**config.mk**
```make
export PLATFORM = sky130hd
export DESIGN_NAME = rbsi_div
export DESIGN_NICKNAME = d
export VERILOG_FILES = /design/src/rtl/rbsi_pkg.sv /design/src/rtl/rbsi_div.sv
export SDC_FILE = /design/constraint.sdc
export NUM_CORES = 2
export LEC_CHECK = 0
export BUFFER_PORTS_ARGS = -buffer_cell sky130_fd_sc_hd__buf_2
export CORE_UTILIZATION = 38
export DETAILED_ROUTE_END_ITERATION = 10
export PLACE_DENSITY = 0.64
export SLEW_MARGIN = 10
export SYNTH_ARGS = -nofsm -noshare
export SYNTH_HDL_FRONTEND = slang
export SYNTH_MEMORY_MAX_BITS = 65536
export SYNTH_SLANG_ARGS = --single-unit
```
**constraint.sdc**
```tcl
create_clock -name clk -period 4.94 [get_ports clk]
set_clock_uncertainty 0.15 [all_clocks]
set_input_delay 0 -clock clk [delete_from_list [all_inputs] [get_ports clk]]
set_output_delay 0 -clock clk [all_outputs]
set_load 0.01 [all_outputs]
```
**src/rtl/rbsi_pkg.sv**
```systemverilog
`timescale 1ns / 1ps
`default_nettype none

package rbsi_pkg;

	localparam int FX_W          = 32;
	localparam int NUM_W         = FX_W + 1;
	localparam int DIST_W        = 31;
	localparam int MAX_AXES      = 3;
	localparam int CFG_IDX_W     = 3;
	localparam int AXES_DEF      = 3;
	localparam int FRAC_BITS_DEF = 16;

	typedef logic signed [FX_W-1:0]  fx_t;
	typedef logic signed [NUM_W-1:0] num_t;

	localparam fx_t FX_INF  = 32'sh7FFF_FFFF;
	localparam fx_t FX_NINF = 32'sh8000_0000;

	typedef enum logic [CFG_IDX_W-1:0] {
		REG_BOX_LOW_X  = 3'd0,
		REG_BOX_LOW_Y  = 3'd1,
		REG_BOX_LOW_Z  = 3'd2,
		REG_BOX_HIGH_X = 3'd3,
		REG_BOX_HIGH_Y = 3'd4,
		REG_BOX_HIGH_Z = 3'd5
	} cfg_reg_t;

	typedef struct packed {
		fx_t origin_x;
		fx_t origin_y;
		fx_t origin_z;
		fx_t dir_x;
		fx_t dir_y;
		fx_t dir_z;
	} ray_t;

	typedef struct packed {
		logic              hit;
		logic [DIST_W-1:0] near_dist;
		logic [DIST_W-1:0] far_dist;
	} result_t;

endpackage

`default_nettype wire

```
**src/rtl/rbsi_div.sv**
```systemverilog
`timescale 1ns / 1ps
`default_nettype none

module rbsi_div #(
	parameter int FRAC_BITS = rbsi_pkg::FRAC_BITS_DEF
) (
	input  wire logic        clk,
	input  wire rbsi_pkg::num_t num,
	input  wire rbsi_pkg::fx_t  dir,
	output rbsi_pkg::fx_t       t,
	output logic                t_def
);
	import rbsi_pkg::*;

	localparam int NW    = NUM_W + FRAC_BITS;
	localparam int STEPS = FX_W;

	typedef struct packed {
		logic [NUM_W-1:0] rem;
		logic [FX_W-1:0]  nlo;
		logic [FX_W-1:0]  dmag;
		logic [FX_W-1:0]  quo;
		logic             neg;
		logic             ovf;
		logic             dzero;
		logic             nzero;
		logic             npos;
	} stage_t;

	logic [NUM_W-1:0] num_mag;
	logic [FX_W-1:0]  dir_mag;
	logic [NW-1:0]    nfull;
	logic [NUM_W-1:0] nhigh;
	stage_t           st_s [0:STEPS];
	logic [NUM_W-1:0] trial [1:STEPS];
	logic             take  [1:STEPS];

	always_comb begin
		num_mag = num[NUM_W-1] ? NUM_W'(-num) : NUM_W'(num);
		dir_mag = dir[FX_W-1] ? FX_W'(-dir) : FX_W'(dir);
		nfull   = {num_mag, {FRAC_BITS{1'b0}}};
		nhigh   = {{(NUM_W-FRAC_BITS-1){1'b0}}, nfull[NW-1:FX_W]};
	end

	always_comb begin
		for (int k = 1; k <= STEPS; k++) begin
			trial[k] = {st_s[k-1].rem[FX_W-1:0], st_s[k-1].nlo[FX_W-1]};
			take[k]  = trial[k] >= {1'b0, st_s[k-1].dmag};
		end
	end

	always_ff @(posedge clk) begin
		st_s[0].rem   <= nhigh;
		st_s[0].nlo   <= nfull[FX_W-1:0];
		st_s[0].dmag  <= dir_mag;
		st_s[0].quo   <= '0;
		st_s[0].neg   <= num[NUM_W-1] ^ dir[FX_W-1];
		st_s[0].ovf   <= nhigh >= {1'b0, dir_mag};
		st_s[0].dzero <= dir == '0;
		st_s[0].nzero <= num == '0;
		st_s[0].npos  <= !num[NUM_W-1];
		for (int k = 1; k <= STEPS; k++) begin
			st_s[k].rem   <= take[k] ? trial[k] - {1'b0, st_s[k-1].dmag} : trial[k];
			st_s[k].nlo   <= {st_s[k-1].nlo[FX_W-2:0], 1'b0};
			st_s[k].dmag  <= st_s[k-1].dmag;
			st_s[k].quo   <= {st_s[k-1].quo[FX_W-2:0], take[k]};
			st_s[k].neg   <= st_s[k-1].neg;
			st_s[k].ovf   <= st_s[k-1].ovf;
			st_s[k].dzero <= st_s[k-1].dzero;
			st_s[k].nzero <= st_s[k-1].nzero;
			st_s[k].npos  <= st_s[k-1].npos;
		end
	end

	stage_t last;
	fx_t    sat;

	always_comb begin
		last = st_s[STEPS];
		if (last.dzero) begin
			sat = last.npos ? FX_INF : FX_NINF;
		end else if (!last.neg) begin
			sat = (last.ovf || last.quo[FX_W-1]) ? FX_INF : fx_t'(last.quo);
		end else begin
			sat = (last.ovf || last.quo > FX_W'(FX_NINF)) ? FX_NINF : fx_t'(-last.quo);
		end
	end

	always_ff @(posedge clk) begin
		t     <= sat;
		t_def <= !(last.dzero && last.nzero);
	end

endmodule

`default_nettype wire

```
* Yosys cells after proc, flatten, opt, wreduce, memory -nomap -nowiden *
Memory sizes are Yosys's and may differ from the RTL's.
Cells that the tools add are included.

word-level totals
  RAM bits = 4389
  output and inout port bits = 33
  input port bits = 66
  memories = 1
  bits in registers = 33
  logic and storage cells = 119

cells by class
  $add $sub $neg = 35
  order comparisons = 34
  multiplexer cells = 39
  bitwise operators = 1
  reductions and logical operators = 7

memory list
  name  depth  bits a word  rd ports  clocked after memory_dff  wr ports  RTL line        text
  st_s  33     133          33        0                         33        rbsi_div.sv:34  stage_t st_s [0:STEPS];

operators with widths
  cell                    count
  $mux W33                33
  $ge A33 B32 Y1          32
  $sub A33 B32 Y33        32
  $mux W32                6
  $neg A32 Y32            2
  $logic_not A33 Y1       1
  $neg A33 Y33            1
  $ge A17 B32 Y1          1
  $gt A32 B32 Y1 const B  1
  $logic_not A32 Y1       1
  $logic_not A1 Y1        2
  $logic_or A1 B1 Y1      2
  $logic_and A1 B1 Y1     1
  $xor A1 B1 Y1           1

* Depth between registers and ports, before layout *
An unclocked memory read counts as a cell.

  word-level depth = 6
  gate-level depth with buffers = 21
  mapped depth without buffers = 20

* Worst setup path after synthesis *
Ideal clock, no wire load.

  kind = input port to flip-flop
  from = input port num[5]
  to = memory st_s[0][3] (netlist name)
  data arrival time = 3.641 ns
  data required time = 4.663 ns
  stages = 18
  library setup time = 0.127 ns
  path buffers = 0
  slack = 1.022 ns
  path through = or4_1 -> or3_1 -> or3_1 -> or4_1 -> or3_4 -> o31ai_2 -> xnor2_1 -> ha_1 -> a21oi_1 -> nor2b_1 -> o21ai_0 -> nand2b_1 -> a21oi_1 -> nand2_1 -> nand2_1 -> nor4_1 -> nand4_1 -> a31oi_1

RTL lines
  what                RTL line        text
  start: declaration  rbsi_div.sv:8   input wire rbsi_pkg::num_t num,
  end: declaration    rbsi_div.sv:34

==> out/metrics.yaml <==
detail_route.drc_violations: 0
clock_root_buffer: "sky130_fd_sc_hd__clkbuf_16"
drive_gt1_share_pct: 7.26
synth.distinct_cells: 102
top_level_i_o_count: 99
finalWirelength_mm: 296
avgSynthCellArea_um2: 9.48
timing_worst_slew_pin_value_ps: 1300
wp_buf_inv: 5
worstSetupPathType: "primary input to register"
path_delay_family: "simple AND/OR/NAND/NOR gates"
tritoncts: "yes"
run_status: "complete, no violations"
report.final.slew_viol_count: 0
final_antenna_violating_net_count: 0
largest_family_of_logic_cells_by_synthesized_area: "compound AO/OA/AOI/OAI gates"
clockBufferDepth: 4
critPathLaunchType: "primary input"
synthesis.area_mm2: 0.124
detailedRoute.firstPassIterationCount: 7
totalPowerFinal_mw: 101
worst_hold_path_type: "primary input to register"
via_count: 90096
start_util_pct: 38.3
worst_r2r_src: "st_s[6][38]"
yosys-top-cells-count: "sky130_fd_sc_hd__dfxtp_1 (2,895), sky130_fd_sc_hd__inv_1 (1,312), sky130_fd_sc_hd__ha_1 (1,029)"
detail_route.vias_per_cell: 4.98
max_cap_viol_count: 0
slew_headroom_pct: 12.8
worstSetupStartpoint: "num[0]"
rr_endpoint: "st_s[7][112]"
clkLatencyLatePin_ps: 910
chipHeight_um: 574
finalSetupTns_ps: 0
finalSetupViolations: 0
power.ir.vdd_worst_mv: 0.334
synth.ff_latch_count: 2895
crit_path_end: "st_s[0][3]"
numPlacedInstances: 17313
period_minus_slack_ps: 4850
post_synth_mux_area_share_pct: 2.95
synth_xor_xnor_area_share_pct: 6.05
fill_cells: 30913
grt_overflow: 0
worstPathCellList: "dlygate4sd3_1 -> buf_2 -> dlygate4sd3_1 -> inv_1 -> ha_1 -> nand2b_1 -> or3_4 -> or3_4 -> or4_4 -> or3_4 -> o41ai_4 -> xnor2_1 -> dlygate4sd3_1 -> ha_1 -> nor2b_1 -> o21ai_0 -> nand2b_1 -> a21oi_1 -> nand2_1 -> nand2_1 -> nor4_2 -> nand4_1 -> a31oi_1"
power.density_cell_area_mw_per_mm2: 707
std_cell_rows: 209
synthFlopType: "sky130_fd_sc_hd__dfxtp_1"
die_w_um: 574
max_clock_freq_mhz: 206
synth_cells: 13120
worst_setup_hold_path_clk_slew_ps: 60
antenna_found_initial: 7
yosys_warnings: 0
cellLeakagePower_nw: 65.1
synth-compound-area-share_pct: 17.4
crit_arrival_ps: 5480
cp.required_ps: 5570
yosys.area.top_type_share_pct: 46.6
detail_route.iter0.violations: 4173
origin_of_the_worst_min_delay_path: "dir[24]"
post-synth-top-area-cell: "sky130_fd_sc_hd__dfxtp_1"
netlist_top_cells_area: "sky130_fd_sc_hd__dfxtp_1 (47%), sky130_fd_sc_hd__ha_1 (10%), sky130_fd_sc_hd__inv_1 (4.0%)"
stdcell_count: 18074
numPortBuffers: 98
finalHoldViolCount: 0
final.hold.worst_slack_ps: 82.0
numCtsBuffers: 307
synth_simple_gate_area_share_pct: 11.2
grt_first_pass_wirelength_mm: 467
critical_path.endpoint_type: "register"
crit_path_max_fanout: 6
floorplan.die_area_mm2: 0.330
cts.htree.levels: 5
seq_total_area_yosys_pct: 46.6
post-route-period-util_pct: 98.2
async_reset_ff_share_pct: 0
cpPeakStageDelay_ps: 600
gp_routability_congestion: 0.934
worst_r2r_path_depth: 13
fp.coreArea_mm2: 0.325
cp.depth: 23
most_frequent_cell_after_synthesis: "sky130_fd_sc_hd__dfxtp_1"
grt_start_max_net_pins: 66
area_delta_synth_final_pct: 14.6
routed_wire_length_per_instance_um: 16.4
edff_count_synth: 0
cp_slowest_cell: "sky130_fd_sc_hd__dlygate4sd3_1"
synth_fa_ha_area_share_pct: 10.8
cts_sinks: 2895
globalRouteTotalUtil_pct: 17.4
grt_pass1_vias: 90239
postSynthNetCount: 14246
dpl.hpwl_mm: 229
finalNetCount: 14621
worst-r2r-setup-slack_ps: 500
[registers in the layout, indices dropped and copies added, names as in the netlist]
signal,cells
t,32
t_def,1
st_s,2862
[logic make-up (layout without fill, tap and decap cells)]
logic type                 Yosys count  after routing
AOI/OAI and AO/OA                 3442           3442
other                                0             11
DFF                               2895           2895
xor gates and xnor gates           859            859
adders and majority gates         1060           1060
muxes                              331            331
and+or+nand+nor                   2896           2896
buffers and inverters             1637           2255
[layout make-up]
cell class,count,area (µm²),area share (%)
clock buffers,407,8590,6.02
well taps,4325,5410,3.79
inverters,1318,4950,3.47
multi-input cells,8588,60400,42.4
repair buffers,385,3310,2.32
clock inverters,145,1970,1.38
diodes,11,27.5,0.0193
flip-flops and latches,2895,58000,40.6
[what timing repair did]
action	CTS	global route
setup endpoints to repair	0	1
resized for setup	0	12
hold endpoints to repair	70	0
hold buffers	196	0
buffers inserted	0	3
[power breakdown]
part | internal (mW) | total, mW | switching (mW) | leakage [nW]
registers | 29.7 | 33.1 | 3.41 | 24.2
clock network | 14.2 | 23.7 | 9.50 | 5.18
logic | 19.4 | 44.1 | 24.6 | 35.7
[per-layer routing]
layer  global-route usage (%)  wire length [µm]  vias up
li1                         -                 -    46139
met2                     33.3            152000     1710
met5                        0                 0        -
met1                     18.3            117000    41488
met3                     2.19              9860      759
met4                     9.63             17400        0
[metrics by stage]
stage                     worst slack, ps  area [µm²]  util (%)
after CTS                            3.80      143000      43.9
after global routing                -41.5      143000      43.9
after global placement                467      130000      40.0
final                                88.1      143000      43.9
after floorplan                      1020      124000         -
after detailed placement              563      130000      40.0
[tightest hold or removal path, cell delays in order]
cell and delay, ps:
sky130_fd_sc_hd__dlygate4sd3_1 530, sky130_fd_sc_hd__buf_2 150, sky130_fd_sc_hd__a21oi_1 170, sky130_fd_sc_hd__nor4_2 60
sky130_fd_sc_hd__nand4_1 110, sky130_fd_sc_hd__a31oi_1 50
[cells in the final DEF (no fill, tap or decap), types with 55 or more instances in the layout]
master	instances
sky130_fd_sc_hd__o21a_1	152
sky130_fd_sc_hd__xnor2_1	492
sky130_fd_sc_hd__nand3_1	169
sky130_fd_sc_hd__o21ai_1	199
sky130_fd_sc_hd__buf_4	78
sky130_fd_sc_hd__nand4_1	164
sky130_fd_sc_hd__dfxtp_1	2895
sky130_fd_sc_hd__o31ai_1	102
sky130_fd_sc_hd__a31oi_1	95
sky130_fd_sc_hd__clkbuf_16	309
sky130_fd_sc_hd__a21o_1	554
sky130_fd_sc_hd__a21oi_1	935
sky130_fd_sc_hd__nand2b_1	157
sky130_fd_sc_hd__inv_1	1312
sky130_fd_sc_hd__a211oi_1	59
sky130_fd_sc_hd__o21ai_0	731
sky130_fd_sc_hd__o21bai_1	140
sky130_fd_sc_hd__clkinv_2	55
sky130_fd_sc_hd__and2_1	58
sky130_fd_sc_hd__nor2_1	671
sky130_fd_sc_hd__buf_2	98
sky130_fd_sc_hd__dlygate4sd3_1	195
sky130_fd_sc_hd__nor2b_1	182
sky130_fd_sc_hd__and3_1	87
sky130_fd_sc_hd__xor2_1	367
sky130_fd_sc_hd__ha_1	1029
sky130_fd_sc_hd__mux2_1	94
sky130_fd_sc_hd__nand2_1	968
sky130_fd_sc_hd__mux2_2	195
sky130_fd_sc_hd__nor3_1	170
sky130_fd_sc_hd__a21boi_0	61
[worst min path at each step]
| stage | endpoint | cells past startpoint | slack, ps |
|---|---|---|---|
| after floorplan | st_s[0][37] | 0 | -120 |
| after global placement | st_s[0][84] | 1 | 0.6 |
| after detailed placement | st_s[0][84] | 1 | 6 |
| after CTS | st_s[0][3] | 6 | 1 |
| after global routing | st_s[0][3] | 6 | 40 |
| final | st_s[0][3] | 6 | 80 |
(Power assumes the default switching activity.)
